$ cat config.mk
export PLATFORM = sky130hd
export DESIGN_NAME = ordered_array_list_engine
export DESIGN_NICKNAME = d
export VERILOG_FILES = /design/src/hw/rtl/oale_pkg.sv /design/src/hw/rtl/oale_ctrl.sv /design/src/hw/rtl/oale_dp.sv /design/src/hw/rtl/ordered_array_list_engine.sv
export SDC_FILE = /design/constraint.sdc
export NUM_CORES = 2
export LEC_CHECK = 0
export CAP_MARGIN = 25
export CORE_MARGIN = 3
export CORE_UTILIZATION = 45
export CTS_CLUSTER_DIAMETER = 100
export CTS_CLUSTER_SIZE = 12
export DETAILED_ROUTE_END_ITERATION = 8
export DONT_BUFFER_PORTS = 1
export SYNTH_ARGS = -nofsm -noshare
export SYNTH_HDL_FRONTEND = slang
export SYNTH_SLANG_ARGS = --single-unit
export TNS_END_PERCENT = 5
$ cat constraint.sdc
create_clock -name clk -period 6.95 [get_ports clk]
set_input_delay 1.39 -clock clk [delete_from_list [all_inputs] [get_ports clk]]
set_output_delay 1.39 -clock clk [all_outputs]
set_load 0.02 [all_outputs]
$ cat src/hw/rtl/oale_pkg.sv
// Shared types and constants for the ordered array list engine.
package oale_pkg;

  localparam int REQ_W     = 2;
  localparam int POS_W     = 7;
  localparam int CAT_W     = 3;
  localparam int NTH_W     = 7;
  localparam int STATUS_W  = 2;
  localparam int IDX_OUT_W = 6;
  localparam int CNT_OUT_W = 7;

  typedef enum logic [1:0] {
    REQ_INSERT   = 2'd0,
    REQ_DELETE   = 2'd1,
    REQ_FIND_KEY = 2'd2,
    REQ_FIND_NTH = 2'd3
  } req_t;

  typedef enum logic [1:0] {
    ST_OK        = 2'd0,
    ST_FULL      = 2'd1,
    ST_BAD_POS   = 2'd2,
    ST_NOT_FOUND = 2'd3
  } status_t;

  // where the entry fields of a result come from
  typedef enum logic [1:0] {
    SRC_NONE = 2'd0,
    SRC_REQ  = 2'd1,
    SRC_HIT  = 2'd2
  } src_t;

  typedef enum logic [2:0] {
    S_IDLE,
    S_CHECK,
    S_INS_WALK,
    S_INS_PUT,
    S_DEL_WALK,
    S_SEARCH,
    S_DONE
  } state_t;

  typedef struct packed {
    logic    load_req;
    logic    init_walk;
    logic    ins_walk;
    logic    del_walk;
    logic    srch_walk;
    logic    put_new;
    logic    cnt_inc;
    logic    cnt_dec;
    logic    out_load;
    status_t out_status;
    src_t    out_src;
  } dp_cmd_t;

  typedef struct packed {
    req_t op;
    logic full;
    logic ins_bad;
    logic del_bad;
    logic ins_done;
    logic del_done;
    logic srch_done;
    logic found;
    logic out_free;
  } dp_stat_t;

endpackage

$ cat src/hw/rtl/oale_ctrl.sv
// Request sequencer: decodes the request and steps the datapath through its walk.
module oale_ctrl (
  input  logic               clk,
  input  logic               rst,
  input  logic               in_valid,
  output logic               in_stall,
  input  oale_pkg::dp_stat_t stat,
  output oale_pkg::dp_cmd_t  cmd
);
  import oale_pkg::*;

  state_t  state, state_next;
  status_t fin_status, fin_status_next;
  src_t    fin_src, fin_src_next;

  always_ff @(posedge clk) begin
    if (rst) begin
      state <= S_IDLE;
    end else begin
      state <= state_next;
    end
  end

  always_ff @(posedge clk) begin
    fin_status <= fin_status_next;
    fin_src    <= fin_src_next;
  end

  always_comb begin
    state_next      = state;
    fin_status_next = fin_status;
    fin_src_next    = fin_src;
    in_stall        = 1'b1;
    cmd             = '0;
    cmd.out_status  = fin_status;
    cmd.out_src     = fin_src;
    unique case (state)
      S_IDLE: begin
        // no transfer is taken while reset is applied
        in_stall = rst;
        if (in_valid && !rst) begin
          cmd.load_req = 1'b1;
          state_next   = S_CHECK;
        end
      end
      S_CHECK: begin
        cmd.init_walk = 1'b1;
        unique case (stat.op)
          REQ_INSERT: begin
            // full is checked before the position
            priority if (stat.full) begin
              fin_status_next = ST_FULL;
              fin_src_next    = SRC_NONE;
              state_next      = S_DONE;
            end else if (stat.ins_bad) begin
              fin_status_next = ST_BAD_POS;
              fin_src_next    = SRC_NONE;
              state_next      = S_DONE;
            end else begin
              state_next = S_INS_WALK;
            end
          end
          REQ_DELETE: begin
            if (stat.del_bad) begin
              fin_status_next = ST_BAD_POS;
              fin_src_next    = SRC_NONE;
              state_next      = S_DONE;
            end else begin
              state_next = S_DEL_WALK;
            end
          end
          REQ_FIND_KEY, REQ_FIND_NTH: begin
            state_next = S_SEARCH;
          end
          default: begin
            state_next = S_SEARCH;
          end
        endcase
      end
      S_INS_WALK: begin
        cmd.ins_walk = 1'b1;
        if (stat.ins_done) begin
          state_next = S_INS_PUT;
        end
      end
      S_INS_PUT: begin
        cmd.put_new     = 1'b1;
        cmd.cnt_inc     = 1'b1;
        fin_status_next = ST_OK;
        fin_src_next    = SRC_REQ;
        state_next      = S_DONE;
      end
      S_DEL_WALK: begin
        cmd.del_walk = 1'b1;
        if (stat.del_done) begin
          cmd.cnt_dec     = 1'b1;
          fin_status_next = ST_OK;
          fin_src_next    = SRC_HIT;
          state_next      = S_DONE;
        end
      end
      S_SEARCH: begin
        cmd.srch_walk = 1'b1;
        if (stat.srch_done) begin
          fin_status_next = stat.found ? ST_OK : ST_NOT_FOUND;
          fin_src_next    = stat.found ? SRC_HIT : SRC_NONE;
          state_next      = S_DONE;
        end
      end
      S_DONE: begin
        // wait here until the output register can take the result
        cmd.out_load = stat.out_free;
        if (stat.out_free) begin
          state_next = S_IDLE;
        end
      end
      default: begin
        state_next = S_IDLE;
      end
    endcase
  end

endmodule

$ cat src/hw/rtl/oale_dp.sv
// List datapath: entry memory, count, walk pointer, match logic and result register.
module oale_dp #(
  parameter int CAPACITY     = 64,
  parameter int KEY_BITS     = 16,
  parameter int PAYLOAD_BITS = 32
) (
  input  logic                          clk,
  input  logic                          rst,
  input  logic [oale_pkg::REQ_W-1:0]    req_type,
  input  logic [oale_pkg::POS_W-1:0]    position,
  input  logic [KEY_BITS-1:0]           entry_key,
  input  logic [oale_pkg::CAT_W-1:0]    entry_category,
  input  logic [PAYLOAD_BITS-1:0]       entry_payload,
  input  logic [oale_pkg::NTH_W-1:0]    nth_match,
  input  oale_pkg::dp_cmd_t             cmd,
  output oale_pkg::dp_stat_t            stat,
  input  logic                          out_stall,
  output logic                          out_valid,
  output logic [oale_pkg::STATUS_W-1:0] status,
  output logic [oale_pkg::IDX_OUT_W-1:0] found_index,
  output logic [KEY_BITS-1:0]           out_key,
  output logic [oale_pkg::CAT_W-1:0]    out_category,
  output logic [PAYLOAD_BITS-1:0]       out_payload,
  output logic [oale_pkg::CNT_OUT_W-1:0] entry_count
);
  import oale_pkg::*;

  localparam int IDX_W  = $clog2(CAPACITY);
  localparam int CNT_W  = $clog2(CAPACITY + 1);
  localparam int PN_W   = (POS_W > NTH_W) ? POS_W : NTH_W;
  localparam int CMP_W  = (CNT_W > PN_W) ? CNT_W : PN_W;
  localparam int FI_W   = (IDX_W > IDX_OUT_W) ? IDX_W : IDX_OUT_W;
  localparam int EC_W   = (CNT_W > CNT_OUT_W) ? CNT_W : CNT_OUT_W;
  localparam int ENT_W  = KEY_BITS + CAT_W + PAYLOAD_BITS;

  // entry layout: {key, category, payload}
  logic [ENT_W-1:0] mem [CAPACITY];

  req_t              req_op;
  logic [POS_W-1:0]  req_pos;
  logic [KEY_BITS-1:0] req_key;
  logic [CAT_W-1:0]  req_cat;
  logic [PAYLOAD_BITS-1:0] req_pay;
  logic [NTH_W-1:0]  req_nth;

  logic [CNT_W-1:0]  count;
  logic [CNT_W-1:0]  ptr;
  logic [CNT_W-1:0]  seen;
  logic [ENT_W-1:0]  rd_data;
  logic [IDX_W-1:0]  rd_idx;
  logic              rd_live;
  logic              found;
  logic [ENT_W-1:0]  hit_entry;
  logic [IDX_W-1:0]  hit_idx;

  logic [CMP_W-1:0]  pos_w;
  logic [CMP_W-1:0]  count_w;
  logic [CNT_W-1:0]  pos_c;
  logic [CNT_W-1:0]  ptr_m1;
  logic [CNT_W-1:0]  seen_inc;
  logic              ins_rd, del_rd, srch_rd, rd_en;
  logic [IDX_W-1:0]  rd_addr;
  logic              key_hit, cat_hit, nth_hit, match, cat_step, del_take;
  logic              wr_en;
  logic [IDX_W-1:0]  wr_addr;
  logic [ENT_W-1:0]  wr_data;
  logic [ENT_W-1:0]  req_entry;
  logic              out_free;
  logic [IDX_W-1:0]  ld_idx;
  logic [ENT_W-1:0]  ld_ent;
  logic [FI_W-1:0]   ld_idx_w;
  logic [EC_W-1:0]   count_ext;

  assign req_entry = {req_key, req_cat, req_pay};
  assign pos_w     = CMP_W'(req_pos);
  assign count_w   = CMP_W'(count);
  assign pos_c     = pos_w[CNT_W-1:0];
  assign ptr_m1    = ptr - CNT_W'(1);
  assign seen_inc  = seen + CNT_W'(1);

  // walk reads: insert walks down from the end, delete and search walk up
  assign ins_rd  = cmd.ins_walk && (ptr > pos_c);
  assign del_rd  = cmd.del_walk && (ptr < count);
  assign srch_rd = cmd.srch_walk && (ptr < count) && !found;
  assign rd_en   = ins_rd || del_rd || srch_rd;
  assign rd_addr = ins_rd ? ptr_m1[IDX_W-1:0] : ptr[IDX_W-1:0];

  assign key_hit  = rd_data[ENT_W-1 -: KEY_BITS] == req_key;
  assign cat_hit  = rd_data[PAYLOAD_BITS +: CAT_W] == req_cat;
  assign nth_hit  = cat_hit && (CMP_W'(seen_inc) == CMP_W'(req_nth));
  assign cat_step = cmd.srch_walk && rd_live && !found && (req_op == REQ_FIND_NTH) && cat_hit;
  assign match    = cmd.srch_walk && rd_live && !found &&
                    ((req_op == REQ_FIND_KEY) ? key_hit : nth_hit);
  // first read of a delete walk is the removed entry itself
  assign del_take = cmd.del_walk && rd_live && (rd_idx == pos_c[IDX_W-1:0]);

  always_comb begin
    wr_en   = 1'b0;
    wr_addr = rd_idx;
    wr_data = rd_data;
    priority if (cmd.put_new) begin
      wr_en   = 1'b1;
      wr_addr = pos_c[IDX_W-1:0];
      wr_data = req_entry;
    end else if (cmd.ins_walk && rd_live) begin
      wr_en   = 1'b1;
      wr_addr = rd_idx + IDX_W'(1);
    end else if (cmd.del_walk && rd_live && !del_take) begin
      wr_en   = 1'b1;
      wr_addr = rd_idx - IDX_W'(1);
    end else begin
      wr_en = 1'b0;
    end
  end

  always_ff @(posedge clk) begin
    if (wr_en) begin
      mem[wr_addr] <= wr_data;
    end
    if (rd_en) begin
      rd_data <= mem[rd_addr];
    end
  end

  always_ff @(posedge clk) begin
    if (rst) begin
      count     <= '0;
      rd_live   <= 1'b0;
      found     <= 1'b0;
      out_valid <= 1'b0;
    end else begin
      rd_live <= rd_en;
      if (cmd.cnt_inc) begin
        count <= count + CNT_W'(1);
      end else if (cmd.cnt_dec) begin
        count <= count - CNT_W'(1);
      end
      if (cmd.init_walk) begin
        found <= 1'b0;
      end else if (match) begin
        found <= 1'b1;
      end
      if (cmd.out_load) begin
        out_valid <= 1'b1;
      end else if (!out_stall) begin
        out_valid <= 1'b0;
      end
    end
  end

  always_ff @(posedge clk) begin
    if (cmd.load_req) begin
      req_op  <= req_t'(req_type);
      req_pos <= position;
      req_key <= entry_key;
      req_cat <= entry_category;
      req_pay <= entry_payload;
      req_nth <= nth_match;
    end
    if (cmd.init_walk) begin
      unique case (req_op)
        REQ_INSERT: ptr <= count;
        REQ_DELETE: ptr <= pos_c;
        default:    ptr <= '0;
      endcase
      seen <= '0;
    end else begin
      if (rd_en) begin
        ptr <= ins_rd ? ptr_m1 : (ptr + CNT_W'(1));
      end
      if (cat_step) begin
        seen <= seen_inc;
      end
    end
    if (rd_en) begin
      rd_idx <= rd_addr;
    end
    if (match || del_take) begin
      hit_entry <= rd_data;
      hit_idx   <= rd_idx;
    end
  end

  // result register
  assign out_free = !out_valid || !out_stall;

  always_comb begin
    unique case (cmd.out_src)
      SRC_REQ: begin
        ld_idx = pos_c[IDX_W-1:0];
        ld_ent = req_entry;
      end
      SRC_HIT: begin
        ld_idx = hit_idx;
        ld_ent = hit_entry;
      end
      default: begin
        ld_idx = '0;
        ld_ent = '0;
      end
    endcase
  end

  assign ld_idx_w  = FI_W'(ld_idx);
  assign count_ext = EC_W'(count);

  always_ff @(posedge clk) begin
    if (cmd.out_load) begin
      status       <= cmd.out_status;
      found_index  <= ld_idx_w[IDX_OUT_W-1:0];
      out_key      <= ld_ent[ENT_W-1 -: KEY_BITS];
      out_category <= ld_ent[PAYLOAD_BITS +: CAT_W];
      out_payload  <= ld_ent[PAYLOAD_BITS-1:0];
      entry_count  <= count_ext[CNT_OUT_W-1:0];
    end
  end

  assign stat.op        = req_op;
  assign stat.full      = count == CNT_W'(CAPACITY);
  assign stat.ins_bad   = pos_w > count_w;
  assign stat.del_bad   = pos_w >= count_w;
  assign stat.ins_done  = (ptr == pos_c) && !rd_live;
  assign stat.del_done  = (ptr == count) && !rd_live;
  assign stat.srch_done = found || ((ptr == count) && !rd_live);
  assign stat.found     = found;
  assign stat.out_free  = out_free;

  a_count_cap: assert property (@(posedge clk) disable iff (rst)
    count <= CNT_W'(CAPACITY))
    else $error("entry count above capacity");

  a_load_free: assert property (@(posedge clk) disable iff (rst)
    cmd.out_load |-> out_free)
    else $error("result loaded over an untaken result");

  a_wr_range: assert property (@(posedge clk) disable iff (rst)
    wr_en |-> CNT_W'(wr_addr) <= count)
    else $error("write beyond the live end of the list");

  a_inc_one: assert property (@(posedge clk) disable iff (rst)
    cmd.cnt_inc |=> count == $past(count) + CNT_W'(1))
    else $error("insert did not grow the list by one");

endmodule

$ cat src/hw/rtl/ordered_array_list_engine.sv
// Ordered array list engine top level: sequencer plus list datapath.
//
// Holds a dense ordered list of up to CAPACITY entries in a single-port-write,
// single-port-read memory and serves one request at a time: insert at a
// position, delete at a position, find first by key, find nth of a category.
// Each request gives exactly one result. A request walks the memory one entry
// per cycle; the entries walked are count minus position for a delete or an
// insert, and those up to and including the match (or all count entries on a
// miss) for a search. The next request is taken once the previous result is in
// the output register, even if that result is still stalled. The memory needs
// no clearing after reset.
module ordered_array_list_engine #(
  parameter int CAPACITY     = 64,
  parameter int KEY_BITS     = 16,
  parameter int PAYLOAD_BITS = 32
) (
  input  logic                           clk,
  input  logic                           rst,
  input  logic                           in_valid,
  output logic                           in_stall,
  input  logic [oale_pkg::REQ_W-1:0]     req_type,
  input  logic [oale_pkg::POS_W-1:0]     position,
  input  logic [KEY_BITS-1:0]            entry_key,
  input  logic [oale_pkg::CAT_W-1:0]     entry_category,
  input  logic [PAYLOAD_BITS-1:0]        entry_payload,
  input  logic [oale_pkg::NTH_W-1:0]     nth_match,
  output logic                           out_valid,
  input  logic                           out_stall,
  output logic [oale_pkg::STATUS_W-1:0]  status,
  output logic [oale_pkg::IDX_OUT_W-1:0] found_index,
  output logic [KEY_BITS-1:0]            out_key,
  output logic [oale_pkg::CAT_W-1:0]     out_category,
  output logic [PAYLOAD_BITS-1:0]        out_payload,
  output logic [oale_pkg::CNT_OUT_W-1:0] entry_count
);
  import oale_pkg::*;

  dp_cmd_t  cmd;
  dp_stat_t stat;

  oale_ctrl u_ctrl (
    .clk      (clk),
    .rst      (rst),
    .in_valid (in_valid),
    .in_stall (in_stall),
    .stat     (stat),
    .cmd      (cmd)
  );

  oale_dp #(
    .CAPACITY     (CAPACITY),
    .KEY_BITS     (KEY_BITS),
    .PAYLOAD_BITS (PAYLOAD_BITS)
  ) u_dp (
    .clk            (clk),
    .rst            (rst),
    .req_type       (req_type),
    .position       (position),
    .entry_key      (entry_key),
    .entry_category (entry_category),
    .entry_payload  (entry_payload),
    .nth_match      (nth_match),
    .cmd            (cmd),
    .stat           (stat),
    .out_stall      (out_stall),
    .out_valid      (out_valid),
    .status         (status),
    .found_index    (found_index),
    .out_key        (out_key),
    .out_category   (out_category),
    .out_payload    (out_payload),
    .entry_count    (entry_count)
  );

endmodule
After elaboration in Yosys (flattened, before gate mapping)
Memory sizes are Yosys's and may differ from the RTL's. A register that Yosys moved wholly into a read port is not among the register bits.
Index checks and enable logic that the tools add are counted.
{"block": "totals", "output_inout_bits": 68, "memories": 1, "elab_cells": 158, "ram_bits": 3264, "input_bits": 71, "register_bits": 227}
{"memory": "u_dp.mem", "depth": 64, "width": 51, "rd": 1, "rd_ports_with_merged_regs": 1, "write_ports": 1, "line": "oale_dp.sv:37", "rtl": "logic [ENT_W-1:0] mem [CAPACITY];"}
{"block": "classes", "n_addsub": 7, "magnitude_cmp": 4, "mux": 58, "n_reduce_logical": 37, "n_eq_ne": 27}
{"op": "$pmux 51 s2", "count": 1}
{"op": "$mux 51", "count": 1}
{"op": "$mux 7", "count": 5}
{"op": "$mux 2", "count": 14}
{"op": "$mux 6", "count": 4}
{"op": "$add 7x1->7 const B", "count": 3}
{"op": "$eq 7x7->1", "count": 3}
{"op": "$mux 3", "count": 7}
{"op": "$pmux 3 s7", "count": 1}
{"op": "$mux 1", "count": 18}
{"op": "$logic_and 1x1->1", "count": 17}
{"op": "$eq 16x16->1", "count": 1}
{"op": "$pmux 2 s4", "count": 2}
{"op": "$gt 7x7->1", "count": 2}
{"op": "$pmux 7 s2", "count": 1}
{"op": "$sub 7x1->7 const B", "count": 2}
{"op": "$pmux 6 s2", "count": 1}
{"op": "$eq 3x3->1 const B", "count": 3}
{"op": "$pmux 3 s3", "count": 1}
{"op": "$pmux 2 s2", "count": 2}
{"op": "$eq 7x7->1 const B", "count": 1}
{"op": "$ge 7x7->1", "count": 1}
{"op": "$lt 7x7->1", "count": 1}
{"op": "$add 6x1->6 const B", "count": 1}
{"op": "20 further kinds", "count": 40}

Depth between registers and ports, before layout
{"block": "logic_depth", "word_depth": 11, "mapped_depth": 21, "depth_no_buf": 12}

Modules after synthesis
A second synthesis with hierarchy kept.
{"block": "hier_totals", "cells_unflattened": 9576, "hier_area_um2": 138745.6}
{"module": "oale_dp", "seq_area_each_um2": 105981.6, "instances": 1, "area_each_um2": 138263.9, "cells_each": 9515}
{"module": "oale_ctrl", "seq_area_each_um2": 180.2, "instances": 1, "area_each_um2": 481.7, "cells_each": 61}

Worst setup path before layout
Ideal clock, no wire load.
{"block": "synth_path", "path_kind": "reg-to-reg", "from": "register u_dp.rd_idx[2]", "to": "register u_dp.hit_entry[0], enable pin", "path_stages_with_launch": 6, "slack_ps": 1509, "t_arrival_ps": 4890, "period_less_slack_ps": 5441, "n_path_buf": 1, "setup_time_ps": 550, "t_required_ps": 6400, "path_cell_list": "edfxtp_1 -> clkbuf_1 -> xor2_1 -> nor2_1 -> nand3_1 -> o21ai_0"}
{"block": "synth_between", "elab_chain_len": 3}
{"item": "start: declaration", "line": "oale_dp.sv:50", "rtl": "logic [IDX_W-1:0] rd_idx;"}
{"item": "start signal: assignment", "line": "oale_dp.sv:176", "rtl": "rd_idx <= rd_addr;"}
{"item": "$eq 6x6->1", "line": "oale_dp.sv:95", "rtl": "assign del_take = cmd.del_walk && rd_live && (rd_idx == pos_c[IDX_W-1:0]);"}
{"item": "$logic_and 1x1->1", "line": "oale_dp.sv:95"}
{"item": "$logic_or 1x1->1", "line": "oale_dp.sv:178", "rtl": "if (match || del_take) begin"}
{"item": "end signal: assignment", "line": "oale_dp.sv:179", "rtl": "hit_entry <= rd_data;"}
{"item": "end: declaration", "line": "oale_dp.sv:53", "rtl": "logic [ENT_W-1:0] hit_entry;"}
No other way between the ends.
A chain may end at the register's enable or synchronous reset.

Worst setup path in the final report
{"block": "layout_path", "from": "register u_dp.ptr[2]", "to": "register u_dp.rd_data[9], read port of u_dp.mem (data pin)"}
{"block": "layout_between", "elab_chain_len": 4, "elab_cells_between_ends": 10, "classes_between": "add/sub: 1; order compare: 2; mux: 1; reduce/logical: 6"}
{"item": "start: declaration", "line": "oale_dp.sv:47", "rtl": "logic [CNT_W-1:0] ptr;"}
{"item": "start signal: assignment", "line": "oale_dp.sv:162", "rtl": "REQ_INSERT: ptr <= count;"}
{"item": "start signal: assignment", "line": "oale_dp.sv:163", "rtl": "REQ_DELETE: ptr <= pos_c;"}
{"item": "start signal: assignment", "line": "oale_dp.sv:169", "rtl": "ptr <= ins_rd ? ptr_m1 : (ptr + CNT_W'(1));"}
{"item": "$gt 7x7->1 or $lt 7x7->1 (tied branches)", "line": "oale_dp.sv:82, oale_dp.sv:83, oale_dp.sv:84"}
{"item": "$logic_and 1x1->1, on equally long branches", "line": "oale_dp.sv:82, oale_dp.sv:83, oale_dp.sv:84"}
{"item": "$logic_or 1x1->1 or $logic_and 1x1->1 (tied branches)", "line": "oale_dp.sv:85, oale_dp.sv:84"}
{"item": "$logic_or 1x1->1", "line": "oale_dp.sv:85", "rtl": "assign rd_en = ins_rd || del_rd || srch_rd;"}
{"item": "end: declaration", "line": "oale_dp.sv:49", "rtl": "logic [ENT_W-1:0] rd_data;"}
Parallel ways exist; a longest one is shown, timed or not.

==> out/summary.txt <==
DP Area - 153000 um2
Port Buffers - 0
Dominant cells by area after synthesis - edfxtp_1 (72%), mux2i_1 (5.5%), nand2_1 (3.5%), o22ai_1 (2.8%), mux4_2 (2.0%)
Multi-input gate area - 37900 um2
Syn avg cell area - 15.0 um2
Post-layout nets - 9810
Crit-path cells - ha_1 -> a21oi_1 -> a21oi_2 -> o21ai_4 -> buf_4 -> nand2_8 -> buf_12 -> o22ai_1 -> nor3_1 -> o311ai_0 -> nand3_1 -> and4_1
Syn nets - 9881
Internal reg-to-reg setup slack - 0.99 ns
Routed wire length - 479000 um
Fmax - 0.168 GHz
H-tree lvl count - 5
Post-synthesis register bit count - 3542
Share of layout cells above drive strength 1 - 10.3%
Share of the synthesized area in the top cell type - 72.2%
First-pass GRT wire length - 674000 um
Post-DP HPWL - 269000 um
Leak Pwr - 51.6 nW
Crit. End Element - flop
Area Overhead vs Synth - 10.6%
Sequential-to-total area share from yosys stat - 72.4%
Vias - 94.8k
WP data arrival - 6.65 ns
R2R Path Start - u_dp.ptr[2]
Skew final - 0.0497 ns
Status - finished, final reports clean
Grt peak-use layer - met2
Grt ovf - 0
Post CTS Setup Buffer Count - 0
Sw Pwr - 26.6 mW
Vias in the first global route - 90.3k
Worst Tran Pin Value - 1.38 ns
Initial antenna violation count - 35
Cell taking the most area after synthesis - edfxtp_1
CP Launch Type - flop
Largest net degree at the start of global routing - 201
Number of enable flip-flop cells after synthesis - 3522
Hold Fails Final Rpt - 0
Post-CTS Hold Fix Bufs - 0
CTS tree - yes
Cell variety after synth - 77
M1 GR Usage - 39.4%
Total GRT Usage - 28.0%
Die Y - 577 um
Global Route met2 Usage - 42.0%
Internal - 42.2 mW
CTS clk-pin slew, worst paths - 0.07 ns
Hold depth - 0
Post-Syn Area - 147000 um2
Vias per std cell - 6.74
Critical path fanouts, max - 100
Clock share of power - 23.9%
Slew headroom - 8.21%
Sequential power share - 37.0%
1st-iter DRT viols - 15.2k
Sw Share - 38.7%
Ys async rst share - 0%
Clk buf depth - 4
Reg2reg path depth - 12
Setup Crit Path Kind - flop to flop
Gate power share - 39.2%
Die area - 333000 um2
CP max stage delay - 0.81 ns
Initial core utilization - 45.4%
HP Class - flop to flop
DRC - 0
Ys flop type - edfxtp_1
Hold EP - u_dp.status[1]
Sequential Area - 106000 um2
# clock sinks - 3542
Worst-skew pair later-pin latency - 0.94 ns
Fin crit share - 85.8%
Hold Crit Start - u_ctrl.fin_status[1]
Max-slew violation count - 0
YS warnings - 0
Routed len/inst - 34.0 um
Root Buffer - clkbuf_16
Top-count cell post-synth - edfxtp_1
Total of max-cap violations - 0
RSZ-0062 raised after global routing - no
Total clock buffers created by CTS - 334
Io pins - 139
CTS resizes - 0
Core outline area - 323000 um2
Syn Inst Count - 9776
Fillers - 26.6k
Setup TNS Final - 0 ns
Most common library cells after synthesis - edfxtp_1 (3522), nand2_1 (1362), mux2i_1 (807), o22ai_1 (650), nand3_1 (526)
Reg2reg end - u_dp.rd_data[9]
Worst EP required - 7.64 ns
GPL Wtd Cong - 0.879
Post-route ant nets - 0
CP max-delay cell - edfxtp_1
Power Density - 424 nW/um2
Period minus WS final - 5.96 ns
GR Util met3 - 6.69%
Final Setup Violations - 0
VDD IR-drop max - 0.453 mV
First drt pass iteration count - 7
Post-route cell area - 162000 um2
DIE WIDTH - 577 um
Rows - 208
[sequential cells by signal (all words and copies together) (netlist names), 7 cells and up]
name and count:
u_dp.mem 3264, u_dp.hit_entry 51, u_dp.rd_data 51, u_dp.out_payload 32
u_dp.req_pay 32, u_dp.out_key 16, u_dp.req_key 16, u_dp.count 7
u_dp.entry_count 7, u_dp.pos_c 7, u_dp.ptr 7, u_dp.req_nth 7
u_dp.seen 7
[stage by stage]
step           hold slack [ns]  setup slack, ns  utilization, %  power [mW]  std cells
2_1_floorplan            0.400             1.51               -        42.5       9776
3_3_place_gp             0.416             1.16            47.3        51.7      13700
3_5_place_dp             0.415             1.28            47.4        52.1      13700
4_1_cts                  0.437             1.26            50.2        68.3      14100
5_1_grt                  0.438            0.935            50.2        71.1      14100
6_report                 0.434            0.989            50.2        68.8      14100
[layout make-up]
class                      count  area share, %
antenna                       17         0.0262
clock buffer                 372           5.41
clock inverter                13         0.0972
inverter                      37          0.106
multi-input combinational   5458           23.3
sequential                  3542           65.5
tap                         4305           3.32
timing repair buffer         332           2.22
[worst max-delay path, delay by kind of cell (launching register included)]
family | cells | cell delay, ns
buffers and inverters | 2 | 1.11
adder cells (fa/ha/maj) | 1 | 0.39
AO/OA/AOI/OAI | 5 | 1.43
AND/OR/NAND/NOR | 4 | 1.70
flip-flops | 1 | 0.81
[power by group through the flow]
stage	logic, mW	clock network [mW]	registers (mW)
finish	26.9	16.4	25.4
global route	28.2	17.4	25.4
CTS	26.3	16.6	25.4
detailed placement	26.3	0	25.8
global placement	25.8	0	25.8
floorplan	16.9	0	25.5
[how the worst max path moves through the flow]
stage,start,end,slack [ns],cells after the start
4_1_cts,u_dp.ptr[2],u_dp.rd_data[9],1.26,12
3_3_place_gp,u_dp.ptr[2],u_dp.rd_data[32],1.16,12
3_5_place_dp,u_dp.ptr[2],u_dp.rd_data[9],1.28,12
6_report,u_dp.ptr[2],u_dp.rd_data[9],0.99,12
5_1_grt,u_dp.ptr[2],u_dp.rd_data[9],0.93,12
2_1_floorplan,u_dp.rd_idx[2],u_dp.hit_entry[0],1.51,5
[routing by layer]
layer | vias up | wire [um]
li1 | 38900 | -
met5 | - | 75
met1 | 48400 | 187000
met4 | 12 | 21300
met2 | 6459 | 212000
met3 | 1105 | 58700
[cells by family after synthesis]
kind of cell             count (synthesis)  share of synthesized area (%)
flip-flops                            3542                           72.4
AND/OR/NAND/NOR                       2519                           7.57
AO/OA/AOI/OAI                         1842                           9.09
multiplexers                          1005                           8.03
buffers and inverters                  776                           2.22
XOR/XNOR                                58                          0.364
adder cells (fa/ha/maj)                 34                          0.295
[placed cells by master (no fill, tap or decap), drive strengths merged, types with 19 or more instances in the layout]
master and count:
a32oi 205, nand3 526, o21ai 103, nor2 203, mux2 68, o22ai 650
dfxtp 20, nor4 21, inv 44, a21oi 78, nand4 95, and4 35
mux2i 807, and3 31, or3 44, a31oi 144, o221ai 279, xnor2 23
mux4 130, o22a 19, a22oi 65, nand2 1365, ha 33, buf 328
nor3 166, xor2 35, a211oi 36, o311ai 75, clkbuf 374, edfxtp 3522
o32ai 71
Power figures use the tool's default switching activity.
